File: config.mk
export PLATFORM = sky130hd
export DESIGN_NAME = block_coefficient_quantizer
export DESIGN_NICKNAME = d
export VERILOG_FILES = /design/src/rtl/core/bcq_pkg.sv /design/src/rtl/core/bcq_fifo.sv /design/src/rtl/core/bcq_front.sv /design/src/rtl/core/bcq_back.sv /design/src/rtl/core/block_coefficient_quantizer.sv
export VERILOG_INCLUDE_DIRS = /design/src /design/src/rtl/core
export SDC_FILE = /design/constraint.sdc
export NUM_CORES = 2
export LEC_CHECK = 0
export BUFFER_PORTS_ARGS = -buffer_cell sky130_fd_sc_hd__buf_2
export CAP_MARGIN = 25
export CELL_PAD_IN_SITES_DETAIL_PLACEMENT = 0
export CELL_PAD_IN_SITES_GLOBAL_PLACEMENT = 2
export CORE_MARGIN = 2
export CORE_UTILIZATION = 39
export DETAILED_ROUTE_END_ITERATION = 6
export PLACE_DENSITY = 0.82
export SLEW_MARGIN = 10
export SYNTH_ARGS = -nofsm -noshare
export SYNTH_HDL_FRONTEND = slang
export SYNTH_SLANG_ARGS = --single-unit
export TNS_END_PERCENT = 10
File: constraint.sdc
create_clock -name clk_i -period 7.55 [get_ports clk_i]
set_input_delay 1.1325 -clock clk_i [delete_from_list [all_inputs] [get_ports clk_i]]
set_output_delay 1.1325 -clock clk_i [all_outputs]
set_load 0.01 [all_outputs]
File: src/rtl/core/block_coefficient_quantizer_assert.svh
// Assertion macros used by the coefficient quantizer back end.
`ifndef BLOCK_COEFFICIENT_QUANTIZER_ASSERT_SVH
`define BLOCK_COEFFICIENT_QUANTIZER_ASSERT_SVH

// Same-cycle implication, sampled on clk_i, off during reset
`define BCQ_ASSERT_NOW(lbl, ante, cons, msg) \
  lbl: assert property (@(posedge clk_i) disable iff (!rst_ni) (ante) |-> (cons)) \
    else $error(msg);

// Next-cycle implication, sampled on clk_i, off during reset
`define BCQ_ASSERT_NEXT(lbl, ante, cons, msg) \
  lbl: assert property (@(posedge clk_i) disable iff (!rst_ni) (ante) |=> (cons)) \
    else $error(msg);

`endif

File: src/rtl/core/bcq_pkg.sv
// Shared types, operation codes and weighting matrices of the coefficient quantizer.
package bcq_pkg;

  // Operation codes on func
  typedef enum logic [3:0] {
    FN_Q_INTRA_LUMA   = 4'd0,
    FN_Q_INTRA_CHROMA = 4'd1,
    FN_Q_INTRA_LIN    = 4'd2,
    FN_Q_INTER        = 4'd3,
    FN_Q_INTER_LIN    = 4'd4,
    FN_DQ_LUMA        = 4'd5,
    FN_DQ_CHROMA      = 4'd6,
    FN_DQ_LIN         = 4'd7,
    FN_DQ_INTER       = 4'd8,
    FN_DQ_FLAT        = 4'd9
  } func_e;

  // Work class that the back end carries out
  typedef enum logic [2:0] {
    CL_ZERO  = 3'd0,  // result is zero
    CL_DIV1  = 3'd1,  // one reciprocal divide
    CL_DIV2  = 3'd2,  // two chained divides
    CL_DZ    = 3'd3,  // divide, dead-zone subtract, divide
    CL_PLAIN = 3'd4,  // product as is
    CL_SHIFT = 3'd5,  // product over eight
    CL_LIN   = 3'd6   // product minus even-step correction
  } cls_e;

  localparam int RecipShift = 26;

  // One classified item as it waits in the queue
  typedef struct packed {
    cls_e        cls;
    logic        neg;
    logic        ev;
    logic [4:0]  step;
    logic [19:0] opa;
    logic [25:0] opb;
    logic [25:0] recip2;
  } item_t;

  localparam logic [5:0] INTRA_QM [64] = '{
    6'd8,  6'd17, 6'd18, 6'd19, 6'd21, 6'd23, 6'd25, 6'd27,
    6'd17, 6'd18, 6'd19, 6'd21, 6'd23, 6'd25, 6'd27, 6'd28,
    6'd20, 6'd21, 6'd22, 6'd23, 6'd24, 6'd26, 6'd28, 6'd30,
    6'd21, 6'd22, 6'd23, 6'd24, 6'd26, 6'd28, 6'd30, 6'd32,
    6'd22, 6'd23, 6'd24, 6'd26, 6'd28, 6'd30, 6'd32, 6'd35,
    6'd23, 6'd24, 6'd26, 6'd28, 6'd30, 6'd32, 6'd35, 6'd38,
    6'd25, 6'd26, 6'd28, 6'd30, 6'd32, 6'd35, 6'd38, 6'd41,
    6'd27, 6'd28, 6'd30, 6'd32, 6'd35, 6'd38, 6'd41, 6'd45
  };

  localparam logic [5:0] INTER_QM [64] = '{
    6'd16, 6'd17, 6'd18, 6'd19, 6'd20, 6'd21, 6'd22, 6'd23,
    6'd17, 6'd18, 6'd19, 6'd20, 6'd21, 6'd22, 6'd23, 6'd24,
    6'd18, 6'd19, 6'd20, 6'd21, 6'd22, 6'd23, 6'd24, 6'd25,
    6'd19, 6'd20, 6'd21, 6'd22, 6'd23, 6'd24, 6'd26, 6'd27,
    6'd20, 6'd21, 6'd22, 6'd23, 6'd25, 6'd26, 6'd27, 6'd28,
    6'd21, 6'd22, 6'd23, 6'd24, 6'd26, 6'd27, 6'd28, 6'd30,
    6'd22, 6'd23, 6'd24, 6'd26, 6'd27, 6'd28, 6'd30, 6'd31,
    6'd23, 6'd24, 6'd25, 6'd27, 6'd28, 6'd30, 6'd31, 6'd33
  };

endpackage

File: src/rtl/core/bcq_fifo.sv
// Two-entry queue between the classifying front end and the arithmetic back end.
module bcq_fifo
  import bcq_pkg::*;
(
  input  logic  clk_i,
  input  logic  rst_ni,
  input  logic  push_i,
  input  item_t push_data_i,
  output logic  full_o,
  output logic  valid_o,
  input  logic  pop_i,
  output item_t pop_data_o
);

  item_t      mem_q [2];
  logic       wr_ptr_q, wr_ptr_d;
  logic       rd_ptr_q, rd_ptr_d;
  logic [1:0] cnt_q, cnt_d;

  assign full_o     = cnt_q[1];
  assign valid_o    = (cnt_q != 2'd0);
  assign pop_data_o = mem_q[rd_ptr_q];

  // Advance pointers and count
  always_comb begin
    wr_ptr_d = wr_ptr_q;
    rd_ptr_d = rd_ptr_q;
    cnt_d    = cnt_q;
    if (push_i) begin
      wr_ptr_d = ~wr_ptr_q;
    end
    if (pop_i) begin
      rd_ptr_d = ~rd_ptr_q;
    end
    if (push_i && !pop_i) begin
      cnt_d = cnt_q + 2'd1;
    end else if (!push_i && pop_i) begin
      cnt_d = cnt_q - 2'd1;
    end
  end

  always_ff @(posedge clk_i or negedge rst_ni) begin
    if (!rst_ni) begin
      wr_ptr_q <= 1'b0;
      rd_ptr_q <= 1'b0;
      cnt_q    <= 2'd0;
    end else begin
      wr_ptr_q <= wr_ptr_d;
      rd_ptr_q <= rd_ptr_d;
      cnt_q    <= cnt_d;
    end
  end

  // Store the pushed beat
  always_ff @(posedge clk_i) begin
    if (push_i) begin
      mem_q[wr_ptr_q] <= push_data_i;
    end
  end

endmodule

File: src/rtl/core/bcq_front.sv
// Front end: accepts an input beat, decodes the operation and sets up the operands.
module bcq_front
  import bcq_pkg::*;
(
  input  logic         clk_i,
  input  logic         rst_ni,
  input  logic         in_valid_i,
  output logic         in_ready_o,
  input  logic [3:0]   func_i,
  input  logic [4:0]   step_i,
  input  logic [5:0]   position_i,
  input  logic signed [15:0] coefficient_i,
  output logic         push_o,
  input  logic         full_i,
  output item_t        item_o
);

  logic [25:0] recip_tab [64];

  // Reciprocal table: ceil(2^26 / d) for d of 2 and above (zero for 0 and 1), exact for numerators under 2^20
  for (genvar g = 0; g < 64; g++) begin : g_recip
    localparam logic [25:0] RV = (g < 2) ? 26'd0 :
      26'(((2 ** RecipShift) + g - 1) / ((g < 2) ? 1 : g));
    assign recip_tab[g] = RV;
  end

  logic        vld_q, vld_d;
  item_t       item_q, item_d;
  logic        load;
  logic [16:0] mag;
  logic        sgn_neg;
  logic        coef_zero;
  logic [5:0]  qm_intra, qm_inter, qm_sel;
  logic [10:0] qm_step;
  logic [5:0]  dc_luma, dc_chroma, dc_sel;
  logic [5:0]  two_step;
  logic signed [17:0] lin_t;
  logic [17:0] lin_abs;
  logic [5:0]  chroma_mid;

  assign in_ready_o = !vld_q || !full_i;
  assign load       = in_valid_i && in_ready_o;
  assign push_o     = vld_q && !full_i;
  assign item_o     = item_q;

  // Magnitude, sign and table lookups
  always_comb begin
    sgn_neg   = coefficient_i[15];
    coef_zero = (coefficient_i == 16'sd0);
    mag       = sgn_neg ? 17'(-{coefficient_i[15], coefficient_i})
                        : 17'({coefficient_i[15], coefficient_i});
    qm_intra  = INTRA_QM[position_i];
    qm_inter  = INTER_QM[position_i];
    qm_sel    = ((func_i == FN_Q_INTER) || (func_i == FN_DQ_INTER)) ? qm_inter : qm_intra;
    qm_step   = 11'(qm_sel * step_i);
    two_step  = {step_i, 1'b0};
    chroma_mid = 6'(({1'b0, step_i} + 6'd13) >> 1);
    if (step_i < 5'd5) begin
      dc_luma   = 6'd8;
      dc_chroma = 6'd8;
    end else if (step_i < 5'd9) begin
      dc_luma   = two_step;
      dc_chroma = chroma_mid;
    end else if (step_i < 5'd25) begin
      dc_luma   = {1'b0, step_i} + 6'd8;
      dc_chroma = chroma_mid;
    end else begin
      dc_luma   = two_step - 6'd16;
      dc_chroma = {1'b0, step_i} - 6'd6;
    end
    dc_sel  = (func_i == FN_Q_INTRA_CHROMA || func_i == FN_DQ_CHROMA) ? dc_chroma : dc_luma;
    lin_t   = $signed({1'b0, mag}) - $signed({14'd0, step_i[4:1]});
    lin_abs = lin_t[17] ? 18'(-lin_t) : 18'(lin_t);
  end

  // Classify the operation
  always_comb begin
    item_d        = item_q;
    if (load) begin
      item_d.cls    = CL_ZERO;
      item_d.neg    = sgn_neg;
      item_d.ev     = !step_i[0];
      item_d.step   = step_i;
      item_d.opa    = 20'({mag, 4'b0000});
      item_d.opb    = recip_tab[qm_sel];
      item_d.recip2 = recip_tab[two_step];
      case (func_i)
        FN_Q_INTRA_LUMA, FN_Q_INTRA_CHROMA: begin
          if (position_i == 6'd0) begin
            item_d.cls = CL_DIV1;
            item_d.opa = 20'(mag);
            item_d.opb = recip_tab[dc_sel];
          end else if (step_i != 5'd0) begin
            item_d.cls = CL_DIV2;
          end
        end
        FN_Q_INTRA_LIN: begin
          if (step_i != 5'd0) begin
            item_d.cls = CL_DIV1;
            item_d.opa = 20'(mag);
            item_d.opb = recip_tab[two_step];
          end
        end
        FN_Q_INTER: begin
          if (step_i != 5'd0) begin
            item_d.cls = CL_DZ;
          end
        end
        FN_Q_INTER_LIN: begin
          if (step_i != 5'd0) begin
            item_d.cls = CL_DIV1;
            item_d.neg = sgn_neg ^ lin_t[17];
            item_d.opa = 20'(lin_abs);
            item_d.opb = recip_tab[two_step];
          end
        end
        FN_DQ_LUMA, FN_DQ_CHROMA: begin
          item_d.opa = 20'(mag);
          if (position_i == 6'd0) begin
            item_d.cls = CL_PLAIN;
            item_d.opb = 26'(dc_sel);
          end else begin
            item_d.cls = CL_SHIFT;
            item_d.opb = 26'(qm_step);
          end
        end
        FN_DQ_LIN: begin
          if (!coef_zero) begin
            item_d.cls = CL_LIN;
            item_d.opa = 20'({mag, 1'b1});
            item_d.opb = 26'(step_i);
          end
        end
        FN_DQ_INTER: begin
          item_d.cls = CL_SHIFT;
          item_d.opa = 20'(mag);
          item_d.opb = 26'(qm_step);
        end
        FN_DQ_FLAT: begin
          item_d.cls = CL_PLAIN;
          item_d.opa = 20'(mag);
          item_d.opb = 26'(step_i);
        end
        default: begin
          item_d.cls = CL_ZERO;
        end
      endcase
    end
  end

  // Hold the beat until the queue takes it
  always_comb begin
    vld_d = vld_q;
    if (load) begin
      vld_d = 1'b1;
    end else if (push_o) begin
      vld_d = 1'b0;
    end
  end

  always_ff @(posedge clk_i or negedge rst_ni) begin
    if (!rst_ni) begin
      vld_q <= 1'b0;
    end else begin
      vld_q <= vld_d;
    end
  end

  always_ff @(posedge clk_i) begin
    item_q <= item_d;
  end

endmodule

File: src/rtl/core/bcq_back.sv
// Back end: three-stage multiply, reciprocal divide and sign pipeline with output register.
module bcq_back
  import bcq_pkg::*;
(
  input  logic        clk_i,
  input  logic        rst_ni,
  input  logic        fifo_valid_i,
  output logic        pop_o,
  input  item_t       item_i,
  output logic        out_valid_o,
  input  logic        out_ready_i,
  output logic signed [15:0] value_o
);

`include "block_coefficient_quantizer_assert.svh"

  logic        adv;
  logic        v1_q, v2_q, v3_q;
  // Stage 1
  cls_e        cls1_q;
  logic        neg1_q, ev1_q;
  logic [4:0]  step1_q;
  logic [25:0] recip1_q;
  logic [45:0] p1_q, p1_d;
  // Stage 2
  cls_e        cls2_q;
  logic        neg2_q, neg2_d;
  logic [15:0] mag2_q, mag2_d;
  logic [42:0] p2_q, p2_d;
  logic [16:0] q1;
  logic signed [17:0] dz_u;
  logic [16:0] n2;
  // Stage 3
  cls_e        cls3_q;
  logic [15:0] mag3;
  logic [15:0] value_q, value_d;

  assign adv         = !v3_q || out_ready_i;
  assign pop_o       = adv && fifo_valid_i;
  assign out_valid_o = v3_q;
  assign value_o     = value_q;

  // Stage 1: shared multiplier, product or reciprocal divide
  assign p1_d = 46'(item_i.opa * item_i.opb);

  // Stage 2: first quotient, dead-zone subtract, second divide, result select for the other classes
  always_comb begin
    q1     = p1_q[RecipShift +: 17];
    dz_u   = $signed({1'b0, q1}) - $signed({13'd0, step1_q});
    n2     = (cls1_q == CL_DZ) ? (dz_u[17] ? 17'(-dz_u) : 17'(dz_u)) : q1;
    neg2_d = (cls1_q == CL_DZ) ? (neg1_q ^ dz_u[17]) : neg1_q;
    p2_d   = 43'(n2 * recip1_q);
    case (cls1_q)
      CL_DIV1:  mag2_d = q1[15:0];
      CL_PLAIN: mag2_d = p1_q[15:0];
      CL_SHIFT: mag2_d = p1_q[18:3];
      CL_LIN:   mag2_d = p1_q[15:0] - {15'd0, ev1_q};
      default:  mag2_d = 16'd0;
    endcase
  end

  // Stage 3: second quotient and sign
  always_comb begin
    mag3    = ((cls2_q == CL_DIV2) || (cls2_q == CL_DZ)) ? p2_q[RecipShift +: 16] : mag2_q;
    value_d = neg2_q ? 16'(-mag3) : mag3;
  end

  // Advance valid bits on a free output
  always_ff @(posedge clk_i or negedge rst_ni) begin
    if (!rst_ni) begin
      v1_q <= 1'b0;
      v2_q <= 1'b0;
      v3_q <= 1'b0;
    end else if (adv) begin
      v1_q <= fifo_valid_i;
      v2_q <= v1_q;
      v3_q <= v2_q;
    end
  end

  // Advance payload
  always_ff @(posedge clk_i) begin
    if (adv) begin
      cls1_q   <= item_i.cls;
      neg1_q   <= item_i.neg;
      ev1_q    <= item_i.ev;
      step1_q  <= item_i.step;
      recip1_q <= item_i.recip2;
      p1_q     <= p1_d;
      cls2_q   <= cls1_q;
      neg2_q   <= neg2_d;
      mag2_q   <= mag2_d;
      p2_q     <= p2_d;
      cls3_q   <= cls2_q;
      value_q  <= value_d;
    end
  end

  `BCQ_ASSERT_NEXT(a_stage1_moves, v1_q && adv, v2_q, "stage 1 beat lost")
  `BCQ_ASSERT_NEXT(a_stage2_moves, v2_q && adv, v3_q, "stage 2 beat lost")
  `BCQ_ASSERT_NOW(a_zero_class, v3_q && (cls3_q == CL_ZERO), value_q == 16'd0, "zero class nonzero")

endmodule

File: src/rtl/core/block_coefficient_quantizer.sv
// Top level of the 8x8 coefficient quantizer and dequantizer.
//
//   channel   direction  handshake               payload
//   input     in         in_valid_i / in_ready_o func_i, step_i, position_i, coefficient_i
//   result    out        out_valid_o / out_ready_i value_o
//
// One beat per cycle sustained while out_ready_i stays high; an accepted input beat passes
// through the front register (loaded on the edge that accepts it), then queue, multiply stage,
// divide stage and output register, whose load raises out_valid_o.
// Each divide is a multiply by a stored reciprocal; the shared multiplier per stage sets the depth.
// Reset clears the front, queue and pipeline valid bits; no result is pending after it.
// A stalled output freezes the back pipeline; the front keeps accepting until its register
// and the two-entry queue hold three beats, then drops in_ready_o.
module block_coefficient_quantizer
  import bcq_pkg::*;
(
  input  logic        clk_i,
  input  logic        rst_ni,
  input  logic        in_valid_i,
  output logic        in_ready_o,
  input  logic [3:0]  func_i,
  input  logic [4:0]  step_i,
  input  logic [5:0]  position_i,
  input  logic signed [15:0] coefficient_i,
  output logic        out_valid_o,
  input  logic        out_ready_i,
  output logic signed [15:0] value_o
);

  logic  push, full, fifo_valid, pop;
  item_t front_item, queue_item;

  bcq_front u_front (
    .clk_i        (clk_i),
    .rst_ni       (rst_ni),
    .in_valid_i   (in_valid_i),
    .in_ready_o   (in_ready_o),
    .func_i       (func_i),
    .step_i       (step_i),
    .position_i   (position_i),
    .coefficient_i(coefficient_i),
    .push_o       (push),
    .full_i       (full),
    .item_o       (front_item)
  );

  bcq_fifo u_fifo (
    .clk_i      (clk_i),
    .rst_ni     (rst_ni),
    .push_i     (push),
    .push_data_i(front_item),
    .full_o     (full),
    .valid_o    (fifo_valid),
    .pop_i      (pop),
    .pop_data_o (queue_item)
  );

  bcq_back u_back (
    .clk_i       (clk_i),
    .rst_ni      (rst_ni),
    .fifo_valid_i(fifo_valid),
    .pop_o       (pop),
    .item_i      (queue_item),
    .out_valid_o (out_valid_o),
    .out_ready_i (out_ready_i),
    .value_o     (value_o)
  );

endmodule
# Word level (Yosys, flattened, before mapping)
# Memory sizes are Yosys's and may differ from the RTL's.
# Cells that the tools add are included.
# W data, S select, Z words.
[totals]
regBits = 247
mem_bits_rw = 164
romBits = 5760
output_inout_bits = 18
mem_count = 6
[classes]
addsub = 13
n_mul = 3
n_lt_le_gt_ge = 7
n_eq_ne = 16
mux = 47
n_bitwise = 8
n_reduce_logical = 25
[memory_table]
columns = ["name", "depth", "width", "read_ports", "rd_clocked_by_memory_dff", "write_ports", "line", "source"]
rows = [
  ["(name not given)", 64, 26, 1, 0, 0, "bcq_front.sv:85", "item_d.opb = recip_tab[qm_sel];"],
  ["(name not given)", 64, 26, 1, 0, 0, "bcq_front.sv:86", "item_d.recip2 = recip_tab[two_step];"],
  ["(name not given)", 64, 26, 1, 0, 0, "bcq_front.sv:92", "item_d.opb = recip_tab[dc_sel];"],
  ["(name not given)", 64, 6, 1, 0, 0, "bcq_front.sv:53", "qm_inter = INTER_QM[position_i];"],
  ["(name not given)", 64, 6, 1, 0, 0, "bcq_front.sv:52", "qm_intra = INTRA_QM[position_i];"],
  ["u_fifo.mem_q", 2, 82, 1, 0, 1, "bcq_fifo.sv:15", "item_t mem_q [2];"],
]
[op_table]
columns = ["operator", "n"]
rows = [
  ["$pmux W46 S7", 1],
  ["$mux W46", 4],
  ["$mux W26", 6],
  ["$mux W6", 12],
  ["$pmux W16 S4", 1],
  ["$mux W17", 3],
  ["$mul A20 B26 Y43", 1],
  ["$mul A17 B26 Y42", 1],
  ["$neg A17 Y17", 2],
  ["$mux W16", 2],
  ["$ge A7 B7 Y1 const B", 4],
  ["$not A6 Y7", 4],
  ["$pmux W3 S8", 1],
  ["$mux W18", 1],
  ["$neg A18 Y18", 1],
  ["$sub A17 B4 Y18", 1],
  ["$sub A17 B5 Y18", 1],
  ["$eq A4 B3 Y1 const B", 4],
  ["$logic_not A16 Y1", 1],
  ["$neg A16 Y16", 1],
  ["$sub A16 B1 Y16", 1],
  ["$add A5 B4 Y6 const B", 2],
  ["$mul A6 B5 Y11", 1],
  ["$mux W11", 1],
  ["other kinds (26)", 62],
]

# Depth between registers and ports, before layout
[logic_depth]
ltp_word = 11
depth_mapped = 36

# By module
# Synthesis repeated with hierarchy kept, for this count alone.
[hier_totals]
cells_unflattened = 5784
area_unflattened_um2 = 54035.6
[modules_own_cells]
columns = ["mod", "instances", "cells_per_inst", "area_per_inst_um2"]
rows = [
  ["bcq_back", 1, 3875, 35367.7],
  ["bcq_front", 1, 1639, 12218.0],
  ["bcq_fifo", 1, 270, 6449.9],
]

# Worst setup path after synthesis
# OpenSTA, ideal clock, no wires.
[synth_timing]
kind = "flip-flop to flip-flop"
startpoint = "reg u_fifo.rd_ptr_q"
endpoint = "reg u_back.p1_q[42] (data pin)"
t_arrival_ns = 7.806
slack_ns = -0.516
path_stages_with_launch = 26
path_buffers = 4
cell_sequence = "dfrtp_1 clkbuf_1 clkbuf_1 clkbuf_1 buf_1 mux2i_1 nor2_1 fa_1 inv_1 fa_1 fa_1 fa_1 fa_1 inv_1 fa_1 fa_1 ha_1 a21o_1 a21o_1 a221oi_1 o2111ai_1 a41o_1 a31o_2 a41o_1 a21oi_1 xnor2_1"
[synth_via]
elab_chain_len = 2
[synth_rtl]
columns = ["item", "line", "source"]
rows = [
  ["start, declared", "bcq_fifo.sv:17", "logic rd_ptr_q, rd_ptr_d;"],
  ["start signal, assigned", "bcq_fifo.sv:49", "rd_ptr_q <= rd_ptr_d;"],
  ["$mem_v2 Z2 W82", "n/a", ""],
  ["$mul A20 B26 Y43", "bcq_back.sv:44", "assign p1_d = 46'(item_i.opa * item_i.opb);"],
  ["net u_back.p1_d[42]", "bcq_back.sv:24", "logic [45:0] p1_q, p1_d;"],
  ["end signal, assigned", "bcq_back.sv:89", "p1_q <= p1_d;"],
  ["end, declared", "bcq_back.sv:24", ""],
]
# The timed path passes the listed nets, and every way through them passes these cells.
# A chain may end at the register's enable or synchronous reset.

# Final worst setup path
[layout_timing]
startpoint = "reg u_back.p1_q[26]"
endpoint = "reg u_back.p2_q[37] (data pin)"
[layout_via]
elab_chain_len = 5
[layout_rtl]
columns = ["item", "line", "source"]
rows = [
  ["$sub A17 B5 Y18", "bcq_back.sv:49", "dz_u = $signed({1'b0, q1}) - $signed({13'd0, step1_q});"],
  ["$neg A17 Y17", "bcq_back.sv:50", "n2 = (cls1_q == CL_DZ) ? (dz_u[17] ? 17'(-dz_u) : 17'(dz_u)) : q1;"],
  ["$mux W17", "bcq_back.sv:50", ""],
  ["$mux W17 (*)", "bcq_back.sv:50", ""],
  ["$mul A17 B26 Y42 (*)", "bcq_back.sv:52", "p2_d = 43'(n2 * recip1_q);"],
  ["net u_back.p2_d[37]", "bcq_back.sv:29", "logic [42:0] p2_q, p2_d;"],
  ["end signal, assigned", "bcq_back.sv:93", "p2_q <= p2_d;"],
  ["end, declared", "bcq_back.sv:29", ""],
]
# Mark *: on every way through the listed nets, which the timed path passes. The rest lies on a longest branch.

==> flow_metrics.env <==
export IMPL_initial_core_util_pct=39.4
export IMPL_synthesis_area_mm2=0.0535
export IMPL_pre_cts_ws_ps=-960
export IMPL_grt_pass1_wl_um=262000
export IMPL_fin_util_pct=44.9
export IMPL_die_h_um=375
export IMPL_start_kind="flip-flop"
export IMPL_synthAdderAreaFrac_pct=37.9
export IMPL_antenna_found_initial=4
export IMPL_max_stage_delay_ps=610
export IMPL_crit_arrival_ps=8410
export IMPL_rows=135
export IMPL_worst_pin_slew_ps=1120
export IMPL_grt_usage_pct=23.9
export IMPL_clockBufferDepth=3
export IMPL_path_class="flip-flop to flip-flop"
export IMPL_rsz0062_at_grt="true"
export IMPL_overflow=0
export IMPL_clk_pin_slew_ps=60
export IMPL_die_area_mm2=0.140
export IMPL_synth_edf_count=369
export IMPL_cts_tree="yes"
export IMPL_multi_input_area_mm2=0.0382
export IMPL_ant_nets=0
export IMPL_insertion_delay_ps=600
export IMPL_regArea_mm2=0.0113
export IMPL_final_cells=7866
export IMPL_hold_class="input port to async pin"
export IMPL_synth_xor_xnor_area_share_pct=2.33
export IMPL_areaGrowthSynthToFinish_pct=14.0
export IMPL_critPathMaxFanout=5
export IMPL_maxSlewViolCount=0
export IMPL_wirelength_um=168000
export IMPL_drc_errors=0
export IMPL_synthArstFlopShare_pct=2.12
export IMPL_cts_root_buf="clkbuf_16"
export IMPL_htreeDepth=2
export IMPL_cpMostUsedCell="fa_1"
export IMPL_synthCells=5787
export IMPL_viasPerCell=5.39
export IMPL_cts_inserted_buffers=43
export IMPL_synth_top_family_by_area="adder cells"
export IMPL_placed_cells=7754
export IMPL_hold_worst_slack_ps=415
export IMPL_synth_cell_types=101
export IMPL_grt_pass1_vias=44300
export IMPL_yosys_area_share_simple_pct=14.8
export IMPL_ys_seq_elements=377
export IMPL_vias=42400
export IMPL_maxCapViolations=0
export IMPL_seq_area_frac_synth_pct=21.1
export IMPL_synth_mux_area_share_pct=3.53
export IMPL_ys_warn_count=0
export IMPL_synth_compound_area_share_pct=11.4
export IMPL_outcome="finished, violations left"
export IMPL_fmax_mhz=124
export IMPL_finalHoldViolations=0
export IMPL_grt_max_degree=81
export IMPL_fin_crit_sh_pct=107
export IMPL_end_kind="flip-flop"
export IMPL_hold_buffers=0
export IMPL_r2r_cells=32
export IMPL_drive_above_1_share_pct=14.6
export IMPL_die_x_um=375
export IMPL_drtIter0Drc=3274
export IMPL_cts_sinks=377
export IMPL_setup_violations=18
export IMPL_synth_top_area_cell="fa_1"
export IMPL_critPathSlowestCell="fa_1"
export IMPL_synth_nets=6964
export IMPL_synth_main_ff_cell="edfxtp_1"
export IMPL_violations="negative setup slack"
export IMPL_skew_ps=38.9
export IMPL_nets=7225
export IMPL_syn_area_per_cell_um2=9.25
export IMPL_first_pass_iters=5
export IMPL_n_fill_cell=13300
export IMPL_synth_top_area_share_pct=29.8
export IMPL_wl_per_cell_um=21.3
export IMPL_relSlewSlack_pct=24.5
export IMPL_portBuffers=52
export IMPL_setup_ws_ps=-522
export IMPL_period_minus_slack_ps=8070
export IMPL_place_congestion=0.961
export IMPL_pin_count=53
export IMPL_core_mm2=0.136
export IMPL_required_ps=7890
export IMPL_hpwl_um=135000
export IMPL_synth_area_top_cells="fa_1, edfxtp_1, ha_1, inv_1, nand2_1"
-- stage by stage --
stage | cell area (um2) | setup TNS, ps
after floorplan | 53700 | -602
after global routing | 61000 | -13220
after global placement | 58700 | -11210
final | 61000 | -6190
after detailed placement | 58700 | -12670
after CTS | 60700 | -3300
-- logic make-up (layout without fill, tap and decap cells) --
family / Yosys count / in the layout
simple gates: 1781 / 1781
flops: 377 / 377
compound gates: 900 / 900
fa+ha+maj: 1142 / 1142
other cells: 0 / 2
xor+xnor: 141 / 141
buf+inv: 1272 / 1568
mux: 174 / 174
-- final timing paths --
check	from	end	slack [ps]
min in group clk_i	u_front.item_o[75]	u_fifo.mem_q[1][75]	430
setup reg to reg	u_back.p1_q[26]	u_back.p2_q[37]	-520
hold reg to reg	u_front.item_o[75]	u_fifo.mem_q[1][75]	430
max in group asynchronous	rst_ni	u_fifo.rd_ptr_q	6860
hold / removal	rst_ni	u_back.out_valid_o	420
setup / recovery	u_back.p1_q[26]	u_back.p2_q[37]	-520
-- per-layer routing --
metal  track usage, %  up-vias  part of all wire (%)
met5                0        -                     0
li1                 -    19400                     -
met2             39.2     1402                    46
met3             3.68      272                   6.5
met1             32.9    21300                    44
met4             6.94        0                   3.2
-- layout make-up --
cell class / instances / share of cell area (%)
antenna: 2 / 0.00820
clock buffer: 56 / 1.91
clock inverter: 24 / 0.338
inverter: 955 / 5.87
multi-input combinational: 4138 / 62.6
sequential: 377 / 18.5
tap: 1781 / 3.65
timing repair buffer: 533 / 7.17
-- cell usage after synthesis, drive strengths merged, types with 38 or more instances --
library cell	n
nor2	353
ha	346
o21ai	199
nor3	79
clkbuf	231
a21oi	194
mux2	98
a211oi	38
xnor2	88
a21o	46
and2	170
fa	796
a31oi	54
buf	86
edfxtp	369
o211ai	47
nand2	927
xor2	53
nand3	58
inv	952
mux2i	74
-- critical path, delay by kind of cell (launching register included) --
family                   cells  cell delay (ps)
flip-flops                   1              400
buffers and inverters        5              360
XOR/XNOR                     1              150
AO/OA/AOI/OAI                8             1650
AND/OR/NAND/NOR              9             1580
adder cells (fa/ha/maj)      9             3700
-- registers in the layout, indices dropped and copies added, names as in the netlist, 3 cells and up --
| signal | flops |
|---|---|
| u_back.p1_q | 36 |
| u_back.recip1_q | 26 |
| u_fifo.mem_q | 164 |
| u_back.mag2_q | 16 |
| u_back.p2_q | 16 |
| u_front.item_o | 82 |
| u_back.cls1_q | 3 |
| u_back.step1_q | 5 |
| u_back.value_o | 16 |
-- placed cells by master, fill, tap and decap left out, types with 14 or more instances in the layout --
cell	n
inv_1	934
nand2_1	913
fa_1	779
buf_4	429
edfxtp_1	369
nor2_1	346
ha_1	335
a21oi_1	180
o21ai_0	179
and2_1	165
mux2_2	86
xnor2_1	81
nor3_1	75
mux2i_1	65
nand3_1	56
buf_2	54
xor2_1	51
a31oi_1	50
o211ai_1	46
a21o_1	45
clkbuf_16	44
buf_12	36
a211oi_1	33
nor2b_1	32
nand2b_1	29
o31ai_1	27
o22ai_1	27
o21a_1	19
and3_1	19
a22oi_1	19
or3_1	18
inv_2	18
o221ai_1	18
fa_2	17
nor4_1	16
o311ai_0	16
nand4_1	14
a211o_1	14
-- what timing repair did --
item | in CTS | in global routing
setup endpoints to repair | 26 | 28
gates cloned | 1 | 1
setup buffers | 20 | 9
pin swaps | 28 | 55
gates resized for setup | 88 | 67
Power is left out: the tool's default activity adds up to more than one toggle a clock period on the data nets, which glitch-free logic cannot reach.
